[src/rtl/core/fpsp_pkg.sv]
// Shared constants, codes and control/status types for the span plotter.
`timescale 1ns / 1ps
`default_nettype none
package fpsp_pkg;

    localparam int SCREEN_WIDTH  = 128;
    localparam int SCREEN_HEIGHT = 128;

    localparam int CAM_W  = 16;
    localparam int CLIP_W = 14;
    localparam int COL_W  = 8;
    localparam int PAT_W  = 17;
    localparam int PAL_W  = 64;
    localparam int ADDR_W = 13;
    localparam int CFG_W  = 64;
    localparam int IDX_W  = 3;

    // clip edges are 7-bit; the right and bottom edges are further limited by the screen size
    localparam logic [6:0] CR_MAX = (SCREEN_WIDTH - 1 > 127) ? 7'd127 : 7'(SCREEN_WIDTH - 1);
    localparam logic [6:0] CB_MAX = (SCREEN_HEIGHT - 1 > 127) ? 7'd127 : 7'(SCREEN_HEIGHT - 1);
    localparam logic [ADDR_W-1:0] HALF_W = ADDR_W'(SCREEN_WIDTH / 2);

    localparam logic [CLIP_W-1:0] CLIP_RESET  = 14'h3F80;
    localparam logic [COL_W-1:0]  COLOR_RESET = 8'h06;
    localparam logic [PAL_W-1:0]  PAL_RESET   = 64'hFEDC_BA98_7654_3210;

    typedef enum logic [IDX_W-1:0] {
        CFG_CAMERA_X     = 3'd0,
        CFG_CAMERA_Y     = 3'd1,
        CFG_CLIP_X_RANGE = 3'd2,
        CFG_CLIP_Y_RANGE = 3'd3,
        CFG_DRAW_COLOR   = 3'd4,
        CFG_FILL_PATTERN = 3'd5,
        CFG_DRAW_PALETTE = 3'd6
    } cfg_idx_t;

    typedef struct packed {
        logic load;
        logic sub;
        logic clip;
        logic step;
        logic flush;
    } fpsp_cmd_t;

    typedef struct packed {
        logic clip_empty;
        logic byte_nz;
        logic held_valid;
        logic at_end;
        logic out_free;
    } fpsp_status_t;

    function automatic logic [3:0] pal_lookup(input logic [PAL_W-1:0] pal,
                                              input logic [3:0] idx);
        pal_lookup = pal[{idx, 2'b00} +: 4];
    endfunction

endpackage
`default_nettype wire

[src/rtl/core/fpsp_channels.sv]
// Item channel interfaces: span request in, framebuffer byte write out.
`timescale 1ns / 1ps
`default_nettype none
interface fpsp_in_if;
    logic               valid;
    logic               ready;
    logic               cmd;
    logic signed [15:0] x_start;
    logic signed [15:0] x_end;
    logic signed [15:0] y_pos;

    modport source (output valid, cmd, x_start, x_end, y_pos, input ready);
    modport sink   (input valid, cmd, x_start, x_end, y_pos, output ready);
endinterface

interface fpsp_out_if;
    logic        valid;
    logic        ready;
    logic [12:0] byte_addr;
    logic [7:0]  pixel_data;
    logic [1:0]  nibble_enable;
    logic        last;

    modport source (output valid, byte_addr, pixel_data, nibble_enable, last, input ready);
    modport sink   (input valid, byte_addr, pixel_data, nibble_enable, last, output ready);
endinterface
`default_nettype wire

[src/rtl/core/fill_pattern_span_plotter.sv]
// Top level of the 4x4 fill-pattern span plotter for a 4bpp framebuffer.
//
// in_ch carries one item: a point (cmd 0) or a horizontal span (cmd 1) in
// canvas coordinates. The block subtracts the camera, clips, applies the
// fill pattern and palette, and sends framebuffer byte writes on out_ch in
// increasing address order, the final one of an item marked with last.
// cfg_we/cfg_index/cfg_data write the registers; write only while idle.
// An item is taken in the idle state, then passes through camera subtract and
// clipping; the scan then visits one byte per cycle unless the output register
// holds it (see below), and a flush state retires the final byte write.
// An item that clips away goes back to idle and gives no write.
// A byte write leaves after the next non-empty byte is found, the final one
// in the flush cycle. out_ch has an output register: the next write
// waits only while it is full and out_ch.ready is low; the scan then holds.
// A new item is taken as soon as the previous scan has flushed, even with a
// write still waiting in the output register.
// Reset (rst_n low, asynchronous) empties the pipeline and loads the
// register defaults: no camera, full 0..127 clip, color 6, solid pattern,
// identity palette.
`timescale 1ns / 1ps
`default_nettype none
module fill_pattern_span_plotter
(
    input  wire logic                       clk,
    input  wire logic                       rst_n,
    fpsp_in_if.sink                         in_ch,
    fpsp_out_if.source                      out_ch,
    input  wire logic                       cfg_we,
    input  wire logic [fpsp_pkg::IDX_W-1:0] cfg_index,
    input  wire logic [fpsp_pkg::CFG_W-1:0] cfg_data
);
    import fpsp_pkg::*;

    fpsp_cmd_t    cmd;
    fpsp_status_t st;

    fpsp_ctrl u_ctrl
    (
        .clk      (clk),
        .rst_n    (rst_n),
        .in_valid (in_ch.valid),
        .in_ready (in_ch.ready),
        .st       (st),
        .cmd      (cmd)
    );

    fpsp_datapath u_datapath
    (
        .clk        (clk),
        .rst_n      (rst_n),
        .cfg_we     (cfg_we),
        .cfg_index  (cfg_index),
        .cfg_data   (cfg_data),
        .in_cmd     (in_ch.cmd),
        .in_x_start (in_ch.x_start),
        .in_x_end   (in_ch.x_end),
        .in_y_pos   (in_ch.y_pos),
        .cmd        (cmd),
        .st         (st),
        .out_ready  (out_ch.ready),
        .out_valid  (out_ch.valid),
        .out_addr   (out_ch.byte_addr),
        .out_data   (out_ch.pixel_data),
        .out_en     (out_ch.nibble_enable),
        .out_last   (out_ch.last)
    );

endmodule
`default_nettype wire

[src/rtl/core/fpsp_ctrl.sv]
// Sequencer: item accept, camera subtract, clip, byte scan and final flush.
`timescale 1ns / 1ps
`default_nettype none
module fpsp_ctrl
(
    input  wire logic                  clk,
    input  wire logic                  rst_n,
    input  wire logic                  in_valid,
    output logic                       in_ready,
    input  wire fpsp_pkg::fpsp_status_t st,
    output fpsp_pkg::fpsp_cmd_t        cmd
);
    import fpsp_pkg::*;

    typedef enum logic [4:0] {
        S_IDLE  = 5'b00001,
        S_SUB   = 5'b00010,
        S_CLIP  = 5'b00100,
        S_SCAN  = 5'b01000,
        S_FLUSH = 5'b10000
    } state_t;

    state_t state_reg, state_next;
    logic   can_step;

    assign can_step = !(st.byte_nz && st.held_valid) || st.out_free;

    always_comb
    begin
        state_next = state_reg;
        cmd        = '0;
        in_ready   = 1'b0;
        case (state_reg)
            S_IDLE:
            begin
                in_ready = 1'b1;
                if (in_valid)
                begin
                    cmd.load   = 1'b1;
                    state_next = S_SUB;
                end
            end
            S_SUB:
            begin
                cmd.sub    = 1'b1;
                state_next = S_CLIP;
            end
            S_CLIP:
            begin
                cmd.clip   = 1'b1;
                state_next = st.clip_empty ? S_IDLE : S_SCAN;
            end
            S_SCAN:
            begin
                cmd.step = can_step;
                if (can_step && st.at_end)
                begin
                    state_next = S_FLUSH;
                end
            end
            S_FLUSH:
            begin
                if (!st.held_valid)
                begin
                    state_next = S_IDLE;
                end
                else if (st.out_free)
                begin
                    cmd.flush  = 1'b1;
                    state_next = S_IDLE;
                end
            end
            default:
            begin
                state_next = S_IDLE;
            end
        endcase
    end

    always_ff @(posedge clk or negedge rst_n)
    begin
        if (!rst_n)
        begin
            state_reg <= S_IDLE;
        end
        else
        begin
            state_reg <= state_next;
        end
    end

endmodule
`default_nettype wire

[src/rtl/core/fpsp_datapath.sv]
// Datapath: config registers, camera/clip arithmetic, byte builder, output register.
`timescale 1ns / 1ps
`default_nettype none
module fpsp_datapath
(
    input  wire logic                         clk,
    input  wire logic                         rst_n,
    input  wire logic                         cfg_we,
    input  wire logic [fpsp_pkg::IDX_W-1:0]   cfg_index,
    input  wire logic [fpsp_pkg::CFG_W-1:0]   cfg_data,
    input  wire logic                         in_cmd,
    input  wire logic signed [15:0]           in_x_start,
    input  wire logic signed [15:0]           in_x_end,
    input  wire logic signed [15:0]           in_y_pos,
    input  wire fpsp_pkg::fpsp_cmd_t          cmd,
    output fpsp_pkg::fpsp_status_t            st,
    input  wire logic                         out_ready,
    output logic                              out_valid,
    output logic [fpsp_pkg::ADDR_W-1:0]       out_addr,
    output logic [7:0]                        out_data,
    output logic [1:0]                        out_en,
    output logic                              out_last
);
    import fpsp_pkg::*;

    // configuration
    logic signed [CAM_W-1:0] cam_x_reg, cam_y_reg;
    logic [CLIP_W-1:0]       clip_x_reg, clip_y_reg;
    logic [COL_W-1:0]        color_reg;
    logic [PAT_W-1:0]        pat_reg;
    logic [PAL_W-1:0]        pal_reg;

    // item working registers
    logic signed [15:0] xa_reg, xb_reg, y_reg;
    logic signed [16:0] dxs_reg, dxe_reg, dy_reg;
    logic [6:0]         xs_reg, xe_reg, sy_reg;
    logic [5:0]         bcur_reg, bend_reg;
    logic [3:0]         row_reg, col0_reg, col1_reg;
    logic               transp_reg;

    // one pending byte, held until the next non-empty byte or the end is seen
    logic              held_valid_reg;
    logic [ADDR_W-1:0] held_addr_reg;
    logic [7:0]        held_data_reg;
    logic [1:0]        held_en_reg;

    logic              out_valid_reg;
    logic [ADDR_W-1:0] out_addr_reg;
    logic [7:0]        out_data_reg;
    logic [1:0]        out_en_reg;
    logic              out_last_reg;

    // clip stage
    logic signed [16:0] cl_s, cr_s, ct_s, cb_s, xs_cl, xe_cl;
    logic [6:0]         cr_lim, cb_lim;
    logic               y_ok, nonempty;
    logic [1:0]         row_sel;

    // scan stage
    logic [6:0]        x0, x1;
    logic              in0, in1, bit0, bit1, en0, en1;
    logic [3:0]        nib0, nib1;
    logic [ADDR_W-1:0] addr_c;
    logic              push;

    assign cr_lim  = (clip_x_reg[13:7] > CR_MAX) ? CR_MAX : clip_x_reg[13:7];
    assign cb_lim  = (clip_y_reg[13:7] > CB_MAX) ? CB_MAX : clip_y_reg[13:7];
    assign cl_s    = $signed({10'b0, clip_x_reg[6:0]});
    assign cr_s    = $signed({10'b0, cr_lim});
    assign ct_s    = $signed({10'b0, clip_y_reg[6:0]});
    assign cb_s    = $signed({10'b0, cb_lim});
    assign xs_cl   = (dxs_reg < cl_s) ? cl_s : dxs_reg;
    assign xe_cl   = (dxe_reg > cr_s) ? cr_s : dxe_reg;
    assign y_ok    = (dy_reg >= ct_s) && (dy_reg <= cb_s);
    assign nonempty = y_ok && (xs_cl <= xe_cl);
    assign row_sel = ~dy_reg[1:0];

    // pattern column c sits at row bit 3-c
    assign x0   = {bcur_reg, 1'b0};
    assign x1   = {bcur_reg, 1'b1};
    assign in0  = (x0 >= xs_reg) && (x0 <= xe_reg);
    assign in1  = (x1 >= xs_reg) && (x1 <= xe_reg);
    assign bit0 = row_reg[{~bcur_reg[0], 1'b1}];
    assign bit1 = row_reg[{~bcur_reg[0], 1'b0}];
    assign en0  = in0 && !(transp_reg && bit0);
    assign en1  = in1 && !(transp_reg && bit1);
    assign nib0 = en0 ? (bit0 ? col1_reg : col0_reg) : 4'h0;
    assign nib1 = en1 ? (bit1 ? col1_reg : col0_reg) : 4'h0;
    assign addr_c = ({6'b0, sy_reg} * HALF_W) + {7'b0, bcur_reg};

    assign push = (cmd.step && (en0 || en1) && held_valid_reg) || cmd.flush;

    assign st.clip_empty = !nonempty;
    assign st.byte_nz    = en0 || en1;
    assign st.held_valid = held_valid_reg;
    assign st.at_end     = (bcur_reg == bend_reg);
    assign st.out_free   = !out_valid_reg || out_ready;

    assign out_valid = out_valid_reg;
    assign out_addr  = out_addr_reg;
    assign out_data  = out_data_reg;
    assign out_en    = out_en_reg;
    assign out_last  = out_last_reg;

    always_ff @(posedge clk or negedge rst_n)
    begin
        if (!rst_n)
        begin
            cam_x_reg  <= '0;
            cam_y_reg  <= '0;
            clip_x_reg <= CLIP_RESET;
            clip_y_reg <= CLIP_RESET;
            color_reg  <= COLOR_RESET;
            pat_reg    <= '0;
            pal_reg    <= PAL_RESET;
        end
        else if (cfg_we)
        begin
            case (cfg_index)
                CFG_CAMERA_X:     cam_x_reg  <= $signed(cfg_data[CAM_W-1:0]);
                CFG_CAMERA_Y:     cam_y_reg  <= $signed(cfg_data[CAM_W-1:0]);
                CFG_CLIP_X_RANGE: clip_x_reg <= cfg_data[CLIP_W-1:0];
                CFG_CLIP_Y_RANGE: clip_y_reg <= cfg_data[CLIP_W-1:0];
                CFG_DRAW_COLOR:   color_reg  <= cfg_data[COL_W-1:0];
                CFG_FILL_PATTERN: pat_reg    <= cfg_data[PAT_W-1:0];
                CFG_DRAW_PALETTE: pal_reg    <= cfg_data[PAL_W-1:0];
                default:          ;
            endcase
        end
    end

    always_ff @(posedge clk)
    begin
        if (cmd.load)
        begin
            xa_reg <= in_x_start;
            xb_reg <= in_cmd ? in_x_end : in_x_start;
            y_reg  <= in_y_pos;
        end
        if (cmd.sub)
        begin
            dxs_reg <= 17'(xa_reg) - 17'(cam_x_reg);
            dxe_reg <= 17'(xb_reg) - 17'(cam_x_reg);
            dy_reg  <= 17'(y_reg) - 17'(cam_y_reg);
        end
        if (cmd.clip)
        begin
            xs_reg     <= xs_cl[6:0];
            xe_reg     <= xe_cl[6:0];
            bcur_reg   <= xs_cl[6:1];
            bend_reg   <= xe_cl[6:1];
            sy_reg     <= dy_reg[6:0];
            row_reg    <= pat_reg[{1'b0, row_sel, 2'b00} +: 4];
            transp_reg <= pat_reg[16];
            col0_reg   <= pal_lookup(pal_reg, color_reg[3:0]);
            col1_reg   <= pal_lookup(pal_reg, color_reg[7:4]);
        end
        else if (cmd.step)
        begin
            bcur_reg <= bcur_reg + 6'd1;
        end
        if (cmd.step && (en0 || en1))
        begin
            held_addr_reg <= addr_c;
            held_data_reg <= {nib1, nib0};
            held_en_reg   <= {en1, en0};
        end
        if (push)
        begin
            out_addr_reg <= held_addr_reg;
            out_data_reg <= held_data_reg;
            out_en_reg   <= held_en_reg;
            out_last_reg <= cmd.flush;
        end
    end

    always_ff @(posedge clk or negedge rst_n)
    begin
        if (!rst_n)
        begin
            held_valid_reg <= 1'b0;
            out_valid_reg  <= 1'b0;
        end
        else
        begin
            if (cmd.clip || cmd.flush)
            begin
                held_valid_reg <= 1'b0;
            end
            else if (cmd.step && (en0 || en1))
            begin
                held_valid_reg <= 1'b1;
            end
            if (push)
            begin
                out_valid_reg <= 1'b1;
            end
            else if (out_ready)
            begin
                out_valid_reg <= 1'b0;
            end
        end
    end

endmodule
`default_nettype wire

[src/flat_wrapper.sv]
// flat-port wrapper written by rule: the top's interface ports become plain ports
module fill_pattern_span_plotter_flat import fpsp_pkg::*;
  (clk, rst_n, cfg_we, cfg_index, cfg_data, in_ch_valid, in_ch_cmd, in_ch_x_start, in_ch_x_end, in_ch_y_pos, in_ch_ready, out_ch_valid, out_ch_byte_addr, out_ch_pixel_data, out_ch_nibble_enable, out_ch_last, out_ch_ready);
  fpsp_in_if in_ch_i ();
  fpsp_out_if out_ch_i ();
  input  wire logic clk;
  input  wire logic rst_n;
  input  wire logic cfg_we;
  input  wire logic [fpsp_pkg::IDX_W-1:0] cfg_index;
  input  wire logic [fpsp_pkg::CFG_W-1:0] cfg_data;
  input wire logic [$bits(in_ch_i.valid)-1:0] in_ch_valid;
  input wire logic [$bits(in_ch_i.cmd)-1:0] in_ch_cmd;
  input wire logic [$bits(in_ch_i.x_start)-1:0] in_ch_x_start;
  input wire logic [$bits(in_ch_i.x_end)-1:0] in_ch_x_end;
  input wire logic [$bits(in_ch_i.y_pos)-1:0] in_ch_y_pos;
  output wire logic [$bits(in_ch_i.ready)-1:0] in_ch_ready;
  output wire logic [$bits(out_ch_i.valid)-1:0] out_ch_valid;
  output wire logic [$bits(out_ch_i.byte_addr)-1:0] out_ch_byte_addr;
  output wire logic [$bits(out_ch_i.pixel_data)-1:0] out_ch_pixel_data;
  output wire logic [$bits(out_ch_i.nibble_enable)-1:0] out_ch_nibble_enable;
  output wire logic [$bits(out_ch_i.last)-1:0] out_ch_last;
  input wire logic [$bits(out_ch_i.ready)-1:0] out_ch_ready;
  assign in_ch_i.valid = in_ch_valid;
  assign in_ch_i.cmd = in_ch_cmd;
  assign in_ch_i.x_start = in_ch_x_start;
  assign in_ch_i.x_end = in_ch_x_end;
  assign in_ch_i.y_pos = in_ch_y_pos;
  assign in_ch_ready = in_ch_i.ready;
  assign out_ch_valid = out_ch_i.valid;
  assign out_ch_byte_addr = out_ch_i.byte_addr;
  assign out_ch_pixel_data = out_ch_i.pixel_data;
  assign out_ch_nibble_enable = out_ch_i.nibble_enable;
  assign out_ch_last = out_ch_i.last;
  assign out_ch_i.ready = out_ch_ready;
  fill_pattern_span_plotter u_core (.clk(clk), .rst_n(rst_n), .in_ch(in_ch_i), .out_ch(out_ch_i), .cfg_we(cfg_we), .cfg_index(cfg_index), .cfg_data(cfg_data));
endmodule
[config.mk]
export PLATFORM = sky130hd
export DESIGN_NAME = fill_pattern_span_plotter_flat
export DESIGN_NICKNAME = d
export VERILOG_FILES = /design/src/rtl/core/fpsp_pkg.sv /design/src/rtl/core/fpsp_channels.sv /design/src/rtl/core/fill_pattern_span_plotter.sv /design/src/rtl/core/fpsp_ctrl.sv /design/src/rtl/core/fpsp_datapath.sv /design/src/flat_wrapper.sv
export SDC_FILE = /design/constraint.sdc
export NUM_CORES = 1
export LEC_CHECK = 0
export BUFFER_PORTS_ARGS = -buffer_cell sky130_fd_sc_hd__buf_4
export CAP_MARGIN = 20
export CORE_MARGIN = 2
export CORE_UTILIZATION = 55
export CTS_CLUSTER_DIAMETER = 80
export DETAILED_ROUTE_END_ITERATION = 7
export MAX_ROUTING_LAYER = met4
export PLACE_DENSITY = 0.74
export SETUP_SLACK_MARGIN = 0.1
export SLEW_MARGIN = 10
export SYNTH_ARGS = -nofsm -noshare
export SYNTH_HDL_FRONTEND = slang
export SYNTH_SLANG_ARGS = --single-unit
[constraint.sdc]
create_clock -name clk -period 19.9 [get_ports clk]
set_clock_uncertainty 0.1 [all_clocks]
set_input_delay 3.98 -clock clk [delete_from_list [all_inputs] [get_ports clk]]
set_output_delay 3.98 -clock clk [all_outputs]
set_load 0.02 [all_outputs]
==> run summary, run 1 <==
Worst setup path category: reg2out. The logs give 0.2262 for the global routing usage summed across all routing layers and 10380 for the via count of the first global-routing pass. Dividing the detail-routed via count by the number of cells gives 5.644. The run gives 1 as the number of antenna violations at the first check in global routing. The tools report the startpoint type of the worst setup path as a register. The logs give 1651 for the number of nets at the end of the flow and 5 for the first-pass iteration count of the detailed router. In the final routed layout, each cell accounts on average for 19.31 um.

The maximum vdd ir drop was 74.33 uV. Walking the worst path, the cells encountered are nor2_1 -> nand4bb_1 -> inv_1 -> buf_4. The total nets after synthesis was 1490. The shortest period the worst path allows is 5938 ps, and the die area is 32350 um^2. The mean area per synthesized cell works out to 13.52 um^2. The worst setup path is captured at an output pin. The synthesized design contains 186 enable-type register cells. Detailed placement ended at an HPWL of 25.58 mm.

The number of hold violations in the final report is 0, and the count of maximum capacitance violations is 0. The number of clock sinks is 342, and the largest net degree at the start of global routing is 93. The layout cell share with drive strength beyond 1 was 0.3174. Among all flip-flop cells after synthesis, the most frequent one is sky130_fd_sc_hd__edfxtp_1. Before CTS, the worst setup slack after placement is 13760 ps. The worst path meets setup with 13960 ps of slack. The post-synthesis async set-or-reset flop share was 0.4561. The tools report the data arrival at the endpoint of the critical path as 1860 ps. Setup violations remaining at the end of the flow were counted as 0. The critical path contains buffers and inverters numbering 2 combined. The layout has 2181 filler cells. Summed over all layers, the global routing overflow is 0. The cell type group with the largest total delay on the critical path was simple AND/OR/NAND/NOR gates.

Setup repair after global routing left no endpoint under its margin. The cell sitting at the root of the clock tree is a sky130_fd_sc_hd__clkbuf_16. The area of the placeable core is 30510 um^2.

Path category of the worst min-delay check: reg2reg. For the pin with the worst max-slew slack, the measured transition is 958.7 ps. In this run, the number of DRC markers left after iteration 0 of detailed routing was 642. TritonCTS built the clock tree. The logs give 0 for the final antenna-violating net count and 64 for the number of rows in the core area. The logs give 0.3575 for the worst max-slew margin expressed relative to the limit and 0 for the number of hold buffers added after CTS.

For this design, the slowest cell found on the critical path is sky130_fd_sc_hd__dfrtp_1. After clock tree synthesis, the clock-pin slew on the worst setup and hold paths is 60 ps. The run gives 2 as the depth of the CTS H-tree. The number of different library cells used by synthesis comes to 68.

Buffers inserted during clock tree synthesis total 35. The total area of multi-input combinational cells is 6983 um^2, and the biggest fanout along the worst timing path is 5. The part of the cycle the worst path needs is 0.2984, and the effective utilization at floorplan is 0.5575. Detailed routing inserted a total of 10400 vias.

The number of cells produced by synthesis is 1258, and the overall die width is 179.9 um. Compared with the post-synthesis result, the final layout area differs by 16.39%. Summed over all cells, the static leakage comes to 8.116 nW. The logs give 15820 ps for the worst path required time and 0 ps for the sum of negative setup slack.

For this design the top-level I/O count stands at 147. The share of synthesized area occupied by flip-flops and latches was 0.5615; the number of inserted diodes was 0. The flow ran to the end, and the final reports show no timing, DRC or antenna violations. Counting flops and latches in the post-synthesis netlist gives 342.

Wires add up to 35.57 mm. For the clock latency reported for the late side of the worst-skew pair, the log shows 530 ps. Max-slew violation total from the final report: 0.

The clock passes through at most 3 buffers. The power density normalized to cell area was 119.8 nW/um^2; the height of the die was 179.9 um. The routability congestion estimate was 0.8836. The flip-flop count of the largest register, all copies and words added works out to 64. The count of buffers added on input and output ports is 146. The run gives 0 as the post-CTS repair timing setup buffer count. The tools report the timing-limited maximum frequency as 168.4 MHz.

The first global-routing pass estimated 55.77 mm of wire. For this run, design rule violations remaining after detail routing come to 0. The cell area that synthesis handed to floorplanning was 17010 um^2. The largest single stage delay on the critical path is 400 ps.

The Yosys step of the flow raised 0 warnings. In this run, post-CTS repair resized a total of 0 instances. The sequential cells in the finished layout cover a total of 9550 um^2.
path summary, 6_finish.rpt:
check	cells past startpoint	end	from	slack (ps)
max	4	in_ch_ready	u_core.u_ctrl.state_reg[4]	13960
min	0	u_core.u_datapath.out_data[4]	u_core.u_datapath.held_data_reg[4]	320
max reg2reg	19	u_core.u_ctrl.state_reg[0]	u_core.u_datapath.clip_x_reg[8]	15000
min reg2reg	0	u_core.u_datapath.out_data[4]	u_core.u_datapath.held_data_reg[4]	320
max in group asynchronous	2	u_core.u_datapath.clip_x_reg[3]	rst_n	14940
min in group asynchronous	1	u_core.u_datapath.pal_reg[23]	rst_n	3430
layer usage:
layer | share of wire | track usage | vias to the layer above | routed length [um]
li1 | - | - | 4974 | -
met3 | 0.065 | 0.04315 | 49 | 2314
met5 | 0 | - | - | 0
met2 | 0.46 | 0.3413 | 289 | 16240
met1 | 0.46 | 0.3173 | 5084 | 16220
met4 | 0.022 | 0.06211 | 0 | 794
cell families after synthesis:
kind of cell	after synthesis	synth area share
flops	342	0.5615
simple gates	232	0.06907
mux	204	0.1633
compound gates	194	0.07201
buf+inv	136	0.03111
fa+ha+maj	111	0.08297
xor+xnor	39	0.02008
report_power, final:
group,internal [mW],switching [mW]
sequential,0.939,0.0888
clock,0.392,0.267
combinational,0.330,0.356
layout make-up:
cell class | instances | area share
multi-input cells | 780 | 0.3527
inverters | 103 | 0.01953
well taps | 396 | 0.02503
repair buffers | 157 | 0.06130
flip-flops and latches | 342 | 0.4824
clock inverters | 17 | 0.008848
clock buffers | 47 | 0.05018
cell usage in the layout (no fill, tap or decap), drive strengths merged, types with 6 or more instances in the layout:
cell,n
ha,108
xnor2,30
nand2b,8
mux2,142
dfstp,49
mux2i,18
clkbuf,47
nand4,6
clkinv,9
nor4,7
mux4,44
dfrtp,107
o21ai,67
nor3,18
o21a,17
buf,157
a21o,14
nor2,47
nand3,19
xor2,9
inv,104
a21oi,50
o31a,6
nor2b,25
nand2,72
edfxtp,186
synthesized netlist by cell type (5+ instances only):
master	number	share of area
sky130_fd_sc_hd__o21ai_0	58	0.017
sky130_fd_sc_hd__nand2_1	72	0.016
sky130_fd_sc_hd__mux2i_1	16	0.0094
sky130_fd_sc_hd__nand3b_1	5	0.0022
sky130_fd_sc_hd__inv_1	103	0.023
sky130_fd_sc_hd__xnor2_1	30	0.015
sky130_fd_sc_hd__edfxtp_1	186	0.33
sky130_fd_sc_hd__nor2_1	47	0.010
sky130_fd_sc_hd__o22ai_1	5	0.0018
sky130_fd_sc_hd__nor2b_1	24	0.0088
sky130_fd_sc_hd__o21ai_1	9	0.0026
sky130_fd_sc_hd__dfrtp_1	107	0.16
sky130_fd_sc_hd__mux4_2	44	0.058
sky130_fd_sc_hd__and3_1	5	0.0018
sky130_fd_sc_hd__dfstp_2	49	0.076
sky130_fd_sc_hd__nand2b_1	8	0.0029
sky130_fd_sc_hd__a21oi_1	50	0.015
sky130_fd_sc_hd__mux2_1	7	0.0046
sky130_fd_sc_hd__xor2_1	9	0.0046
sky130_fd_sc_hd__o21a_1	17	0.0075
sky130_fd_sc_hd__clkbuf_1	21	0.0046
sky130_fd_sc_hd__buf_2	9	0.0026
sky130_fd_sc_hd__a21o_1	14	0.0062
sky130_fd_sc_hd__nand4_1	6	0.0022
sky130_fd_sc_hd__ha_1	108	0.079
sky130_fd_sc_hd__nor4_1	6	0.0022
sky130_fd_sc_hd__nand3_1	19	0.0056
sky130_fd_sc_hd__mux2_2	135	0.089
sky130_fd_sc_hd__o31a_1	6	0.0031
sky130_fd_sc_hd__nor3_1	17	0.0050
per-stage QoR:
stage | std cells | hold WS [ps] | utilization | total power [mW] | area, um^2
3_5_place_dp | 1775 | 304.5 | 0.6086 | 1.713 | 18570
4_1_cts | 1839 | 318.3 | 0.6469 | 2.376 | 19740
3_3_place_gp | 1775 | 300.2 | 0.6086 | 1.686 | 18570
5_1_grt | 1842 | 326.9 | 0.6489 | 2.499 | 19800
2_1_floorplan | 1258 | 300.3 | - | 1.512 | 17010
6_report | 1842 | 317.5 | 0.6489 | 2.372 | 19800
(Power assumes the default switching activity.)
==> run 2: changes to the inputs <==
==> constraint.sdc (replaced) <==
create_clock -name clk -period 5.9 [get_ports clk]
set_clock_uncertainty 0.1 [all_clocks]
set_input_delay 1.18 -clock clk [delete_from_list [all_inputs] [get_ports clk]]
set_output_delay 1.18 -clock clk [all_outputs]
set_load 0.02 [all_outputs]
==> run 2 against run 1 <==
Against the previous run: sequential power rose to 3.4 times the previous value; clock-buffer cell count up 5; wire length up 3.4%; global-route usage up 0.84 points; combinational power rose to 3.4 times the previous value; die area unchanged; register-to-register slack worse by 14000 ps; sequential share of layout area down 0.18 points; total power rose to 3.4 times the previous value; critical endpoint is now u_core.u_ctrl.state_reg[0]; highest routed layer unchanged; utilization up 0.24 points; non-clock buffer count up 2; final cell count up 0.38%.
==> run summary, run 2 (synthesis gave the netlist of run 1 again) <==
The logs give 10720 (+3.2%) for the via count of the first global-routing pass and 1655 (+0.24%) for the number of nets at the end of the flow. TritonCTS built the clock tree. The first-pass iteration count of the detailed router is 5 (unchanged), and the worst path required time is 6250 ps (-9570 ps).

Maximum vdd ir drop: 253.5 uV (+240%). The tools report the leakage dissipation as 8.167 nW (+0.63%). The number of buffers inserted by port buffering was 146 (unchanged).

Setup repair after global routing left no endpoint under its margin. The total clock buffers created by CTS was 37 (+5.7%); the biggest fanout along the worst timing path was 17 (+12). The post-detailed-route via-to-cell ratio was 5.753 (+1.9%); the buffering stage count on the worst path with inverters included was 1 (-1). The overall die width works out to 179.9 um (unchanged). Post-detailed-route wirelength per cell: 19.90 um (+3.0%). The clock latency reported for the late side of the worst-skew pair was 520 ps (about the same); the final antenna-violating net count was 0 (unchanged). For the max-slew violation total from the final report, the log shows 0 (unchanged). The count of maximum capacitance violations was 0 (unchanged); the sum of routed wire length over all layers was 36.79 mm (+3.4%). Height of the die: 179.9 um (unchanged). Relative to the synthesized area, the layout overhead comes to 16.82%. Worst max-slew margin expressed relative to the limit: 0.3441 (-0.01331). The number of antenna violations at the first check in global routing is 1 (unchanged). The layout cell share with drive strength beyond 1 was 0.3209 (+0.003509). The tools report the number of clock sinks as 342 (unchanged). Startpoint type of the worst setup path: a register. Number of hold violations in the final report: 0 (unchanged). The flow ran to the end, and the final reports show no timing, DRC or antenna violations. For the largest buffer count on any clock path, the log shows 3 (unchanged). The worst-margin pin slew works out to 978.6 ps (+19.86 ps).

The data arrival at the endpoint of the critical path came out at 5080 ps (+3220 ps). The delay contributed by the slowest stage of the critical path was 700 ps (+300 ps); the number of hold buffers added after CTS was 0 (unchanged). For this run, the top clock speed supported by timing is 211.5 MHz.

For the die area, the log shows 32350 um^2 (unchanged). The final setup violation count is 0 (unchanged). The clock root buffer is sky130_fd_sc_hd__clkbuf_16. In this run the worst hold path is classified as reg2reg. STA classifies the critical path endpoint as a register.

The kind of cell with the highest combined delay along the critical path is compound AO/OA/AOI/OAI gates. The run gives 0 (unchanged) as the final routed DRC violation total. The largest net degree at the start of global routing came out at 64 (-31%). The total global routing overflow is 0 (unchanged). In the layout the commonest cells are sky130_fd_sc_hd__edfxtp_1 (186), sky130_fd_sc_hd__buf_4 (155), sky130_fd_sc_hd__mux2_2 (135). The tools report the count of cells resized by post-cts repair as 0 (unchanged). Commonest non-fill, non-tap cell in the layout: sky130_fd_sc_hd__edfxtp_1. The signal on the critical path passes through inv_1 -> ha_1 -> nor2b_1 -> o21a_1 -> o21a_1 -> o211ai_1 -> a21boi_1 -> o22ai_1 -> a41o_1 -> mux2i_1 -> ha_1 -> a21o_1 -> a21o_1 -> a221o_1 -> a221oi_1 -> o2111a_1 -> o2111ai_1 -> o211a_1 -> a22o_1. The worst path in the final design needs a cycle of 4729 ps, including I/O delays and setup. The post-CTS clock slew at the launch and capture registers of the worst setup and hold paths was 60 ps (about the same); the count of vias placed by the detailed router was 10640 (+2.3%). The tools report the global-route wire length before repair as 57.76 mm (+3.6%). The sum of negative setup slack is 0 ps (unchanged). The post-CTS repair timing setup buffer count was 0 (unchanged); the power density normalized to cell area was 407.6 nW/um^2 (+240%). The worst setup path is of the reg2reg kind. The tools report the depth of the CTS H-tree as 2 (unchanged). The number of top-level pins is 147 (unchanged). Flip-flop count of the largest register, all copies and words added: 64 (unchanged).

The logs give 64 (unchanged) for the number of rows in the core area and 26.28 mm (+2.7%) for the sum of net half-perimeters after detailed placement. Number of violations reported at the end of detailed-routing iteration 0: 680 (+5.9%). The part of the cycle the worst path needs works out to 0.8015.

For this design, the slowest cell found on the critical path is sky130_fd_sc_hd__a41o_1. The effective utilization at floorplan came out at 0.5575 (unchanged). The run gives 316.7 ps (-0.8660 ps) as the final-layout worst hold slack. For the area of the placeable core, the log shows 30510 um^2 (unchanged). For the routability congestion estimate, the log shows 0.8879 (+0.49%). The global routing usage summed across all routing layers is 0.2346 (+0.008408).
==> run 2: cell types whose count changed in the layout (fill, tap and decap cells not counted), moves of 2 or more <==
cell and change:
sky130_fd_sc_hd__inv_4 +3, sky130_fd_sc_hd__buf_4 +2, sky130_fd_sc_hd__clkinv_2 +3, sky130_fd_sc_hd__bufinv_16 -2, sky130_fd_sc_hd__clkinv_1 -2, sky130_fd_sc_hd__clkinvlp_2 -2, sky130_fd_sc_hd__clkbuf_16 +4
==> run 2: area by class of cell <==
cell class                      instances  area, um^2
Clock inverter                         16       115.1
Inverter                              103       386.6
Timing Repair Buffer                  159        1241
Clock buffer                           52        1097
Sequential cell                       342        9550
Fill cell                            2210       10640
Tap cell                              396       495.5
Antenna cell                            1       2.502
Multi-Input combinational cell        780        6983
==> run 2: where the power goes <==
part / total, mW / switching [mW] / internal (mW)
clock network: 2.28 / 0.933 / 1.35
registers: 3.46 / 0.294 / 3.17
logic: 2.35 / 1.23 / 1.12
total: 8.10 / 2.46 / 5.64
==> run 2: path summary, 6_finish.rpt <==
| path | from | to | slack [ps] | cells past startpoint |
|---|---|---|---|---|
| hold / removal | u_core.u_datapath.held_addr_reg[10] | u_core.u_datapath.out_addr[10] | 320 | 0 |
| hold reg to reg | u_core.u_datapath.held_addr_reg[10] | u_core.u_datapath.out_addr[10] | 320 | 0 |
| max in group asynchronous | rst_n | u_core.u_datapath.cam_y_reg[11] | 4070 | 2 |
| min in group asynchronous | rst_n | u_core.u_datapath.pal_reg[17] | 460 | 1 |
| setup reg to reg | u_core.u_datapath.clip_x_reg[8] | u_core.u_ctrl.state_reg[0] | 1170 | 19 |
| setup / recovery | u_core.u_datapath.clip_x_reg[8] | u_core.u_ctrl.state_reg[0] | 1170 | 19 |
==> run 2: through the flow <==
stage               total power, mW    util  std cells  instance area (um^2)  setup WS [ps]
floorplan                     5.098       -       1258                 17020           1535
global placement              5.700  0.6091       1777                 18580           1227
detailed placement            5.802  0.6091       1777                 18580           1158
CTS                           8.092  0.6488       1845                 19800           1148
global route                  8.513  0.6513       1849                 19870          930.4
finish                        8.099  0.6513       1849                 19870           1171
==> run 2: per-layer routing <==
metal / vias to the layer above / track usage / routed length, um / share of wire
met1: 5245 / 0.3354 / 16870 / 0.46
met2: 331 / 0.3485 / 16810 / 0.46
li1: 4988 / - / - / -
met4: 0 / 0.07382 / 1071 / 0.029
met5: - / - / 0 / 0
met3: 73 / 0.03667 / 2037 / 0.055
==> run 3: changes to the inputs <==
==> constraint.sdc (replaced) <==
create_clock -name clk -period 4.8 [get_ports clk]
set_clock_uncertainty 0.1 [all_clocks]
set_input_delay 0.96 -clock clk [delete_from_list [all_inputs] [get_ports clk]]
set_output_delay 0.96 -clock clk [all_outputs]
set_load 0.02 [all_outputs]
==> run 3 against run 2 <==
Against the previous run: sequential cell count did not move; total power rose by 24%; clock power rose by 25%; critical path type unchanged; largest cell class unchanged; highest routed layer unchanged.
==> run summary, run 3 (synthesis gave the netlist of run 1 again) <==
Total global routing overflow: 0 (unchanged). Largest net degree at the start of global routing: 112 (+75%). Die area: 32350 um^2 (unchanged). The worst register-to-register path ends at u_core.u_ctrl.state_reg[0]. The sum of negative setup slack was 0 ps (unchanged); the routability congestion estimate was 0.9021 (+1.6%).

Power dissipated by switching net loads: 3.052 mW (+24%). Height of the die: 179.9 um (unchanged). The timing-limited maximum frequency was 223.6 MHz (+5.7%).

The run gives 4830 ps (-250 ps) as the data arrival at the endpoint of the critical path. The cell sitting at the root of the clock tree is a sky130_fd_sc_hd__clkbuf_16. The run gives 0.05024 (+0.01357) as the routing usage on met3.

The flow ran to the end, and the final reports show no timing, DRC or antenna violations. The run gives 26.15 mm (-0.50%) as the sum of net half-perimeters after detailed placement. The area growth from synthesis to layout is 17.31%, and the worst max-slew margin expressed relative to the limit is 0.3619 (+0.01779). The final setup violation count was 0 (unchanged); the post-detailed-route wirelength per cell was 19.87 um (-0.15%).

The sum of internal, switching and leakage power is 10.02 mW (+24%), and the power density normalized to cell area is 502.1 nW/um^2 (+23%). The depth of the CTS H-tree is 2 (unchanged). The shortest period the worst path allows is 4472 ps (-257.1 ps), and the number of antenna violations at the first check in global routing is 2 (+1).

The worst hold path belongs to the class in2async. The total cell area at the placement stage was 18610 um^2 (+0.13%); the flip-flop count of the largest register, all copies and words added was 64 (unchanged). The number of nets at the end of the flow is 1658 (+0.18%). TritonCTS built the clock tree. The post-CTS clock slew at the launch and capture registers of the worst setup and hold paths works out to 60 ps (about the same). Biggest fanout along the worst timing path: 6 (-11).

The final routed DRC violation total was 0 (unchanged); the post-detailed-route via-to-cell ratio was 5.734 (-0.33%). The combinational power share is 0.290 (about the same). The tools report the worst path required time as 5160 ps (-1090 ps). Overall die width: 179.9 um (unchanged). The sequential power share came out at 0.425 (-0.002). By startpoint and endpoint, the worst setup path is classified as reg2reg.

For the global routing usage on met2, the log shows 0.3569 (+0.008429). Global routing's busiest layer: met2. The proportion of total power due to net switching came out at 0.3046 (+0.0008792). The worst setup path is launched from a register.

The tools report the final non-filler cell area as 19950 um^2 (+0.42%). The cell internal power dissipation was 6.966 mW (+24%). The tools report the max-slew violation total from the final report as 0 (unchanged). Global routing usage on met1: 0.3249 (-0.01042). Number of buffers inserted by port buffering: 146 (unchanged).

Setup repair after global routing left no endpoint under its margin. The clock latency reported for the late side of the worst-skew pair was 530 ps (about the same); the number of violations reported at the end of detailed-routing iteration 0 was 677 (-0.44%). STA classifies the critical path endpoint as a register.

The layout cell share with drive strength beyond 1 is 0.3223 (+0.001400). In this run the critical register-to-register path is launched from u_core.u_datapath.dxs_reg[1]. The worst-margin pin slew came out at 952.1 ps (-26.55 ps).

The run gives 231.2 ps (-85.49 ps) as the final-layout worst hold slack. The global routing usage summed across all routing layers was 0.2353 (+0.0006376). For the number of hold violations in the final report, the log shows 0 (unchanged).

For the count of vias placed by the detailed router, the log shows 10630 (-0.11%). The library cells used most frequently in the layout, excluding fill and tap cells, are sky130_fd_sc_hd__edfxtp_1 (186), sky130_fd_sc_hd__buf_4 (154), sky130_fd_sc_hd__mux2_2 (135). Fill cell instance count of the final layout: 2243 (+1.5%). The number of clock sinks is 342 (unchanged), and the final antenna-violating net count is 0 (unchanged). The area of the placeable core is 30510 um^2 (unchanged).

The number of hold buffers added after CTS was 0 (unchanged); the largest buffer count on any clock path was 3 (unchanged). The logs give 0 (unchanged) for the post-CTS repair timing setup buffer count and 330 ps (-840 ps) for the register-to-register setup slack. The logs give 36.81 mm (about the same) for the sum of routed wire length over all layers and 10590 (-1.2%) for the via count of the first global-routing pass. First-pass iteration count of the detailed router: 5 (unchanged). The commonest non-fill, non-tap cell in the layout is sky130_fd_sc_hd__edfxtp_1. The total clock buffers created by CTS was 37 (unchanged); the depth of the worst register-to-register path was 19 (unchanged). The effective utilization at floorplan was 0.5575 (unchanged); the number of rows in the core area was 64 (unchanged). The tools report the count of maximum capacitance violations as 0 (unchanged). The tools report the global-route wire length before repair as 57.69 mm (-0.12%).

The run gives 0.285 (+0.003) as the share of power burned in the clock network. The number of top-level pins is 147 (unchanged). The tools report the leakage dissipation as 8.193 nW (+0.32%). The maximum vdd ir drop came out at 388.5 uV (+53%). The part of the cycle the worst path needs was 0.9316 (+0.1301).
run 3: critical path, stage by stage, from the launching register on:
cell and delay (ps):
sky130_fd_sc_hd__edfxtp_1 410, sky130_fd_sc_hd__ha_1 290, sky130_fd_sc_hd__a21o_1 170, sky130_fd_sc_hd__a21o_1 180
sky130_fd_sc_hd__a21oi_1 150, sky130_fd_sc_hd__nor2b_1 60, sky130_fd_sc_hd__o21ai_0 140, sky130_fd_sc_hd__nand2b_1 70
sky130_fd_sc_hd__a21oi_1 150, sky130_fd_sc_hd__ha_2 340, sky130_fd_sc_hd__mux2_2 330, sky130_fd_sc_hd__ha_1 330
sky130_fd_sc_hd__a21o_1 160, sky130_fd_sc_hd__a21o_1 180, sky130_fd_sc_hd__a221o_1 310, sky130_fd_sc_hd__a221oi_1 290
sky130_fd_sc_hd__o2111a_1 250, sky130_fd_sc_hd__o2111ai_1 140, sky130_fd_sc_hd__o211a_1 180, sky130_fd_sc_hd__a22o_1 170
run 3: how the worst max path moves through the flow:
stage | slack [ps] | depth (start not counted) | startpoint | endpoint
final | 330 | 19 | u_core.u_datapath.dxs_reg[1] | u_core.u_ctrl.state_reg[0]
after global routing | 130 | 20 | u_core.u_datapath.clip_x_reg[1] | u_core.u_ctrl.state_reg[0]
after CTS | 240 | 19 | u_core.u_datapath.clip_x_reg[8] | u_core.u_ctrl.state_reg[0]
after detailed placement | 260 | 19 | u_core.u_datapath.clip_x_reg[8] | u_core.u_ctrl.state_reg[0]
after global placement | 370 | 19 | u_core.u_datapath.clip_x_reg[8] | u_core.u_ctrl.state_reg[0]
after floorplan | 440 | 4 | u_core.u_ctrl.state_reg[4] | u_core.u_ctrl.state_reg[0]
run 3: layout make-up:
type | instances | area [um^2] | share of cell area
sequential | 342 | 9550 | 0.4786
antenna | 2 | 5.005 | 0.0002508
clock inverter | 21 | 209.0 | 0.01047
tap | 396 | 495.5 | 0.02483
clock buffer | 47 | 1025 | 0.05135
timing repair buffer | 162 | 1304 | 0.06534
multi-input combinational | 780 | 6979 | 0.3498
inverter | 103 | 386.6 | 0.01938
run 3: timing repair:
item,4_1_cts,5_1_grt
setup endpoints to repair,0,2
resized for setup,0,2
hold endpoints to repair,0,0
run 3: routing by layer:
metal / up-vias / part of all wire
li1: 4993 / -
met2: 315 / 0.47
met4: 0 / 0.023
met3: 62 / 0.067
met1: 5255 / 0.44
met5: - / 0
run 3: power groups by stage:
stage / registers, mW / clock network, mW / logic, mW
final: 4.26 / 2.86 / 2.90
after global routing: 4.32 / 3.03 / 3.21
after floorplan: 4.16 / 0 / 2.11
after detailed placement: 4.32 / 0 / 2.81
after CTS: 4.27 / 2.91 / 2.84
after global placement: 4.29 / 0 / 2.72
run 3: stage by stage:
step,worst slack [ps],util,std cells
floorplan,435.5,-,1258
global placement,370.6,0.6095,1777
detailed placement,259.5,0.6099,1778
CTS,235.3,0.6503,1846
global route,126.4,0.6540,1853
finish,328.3,0.6540,1853
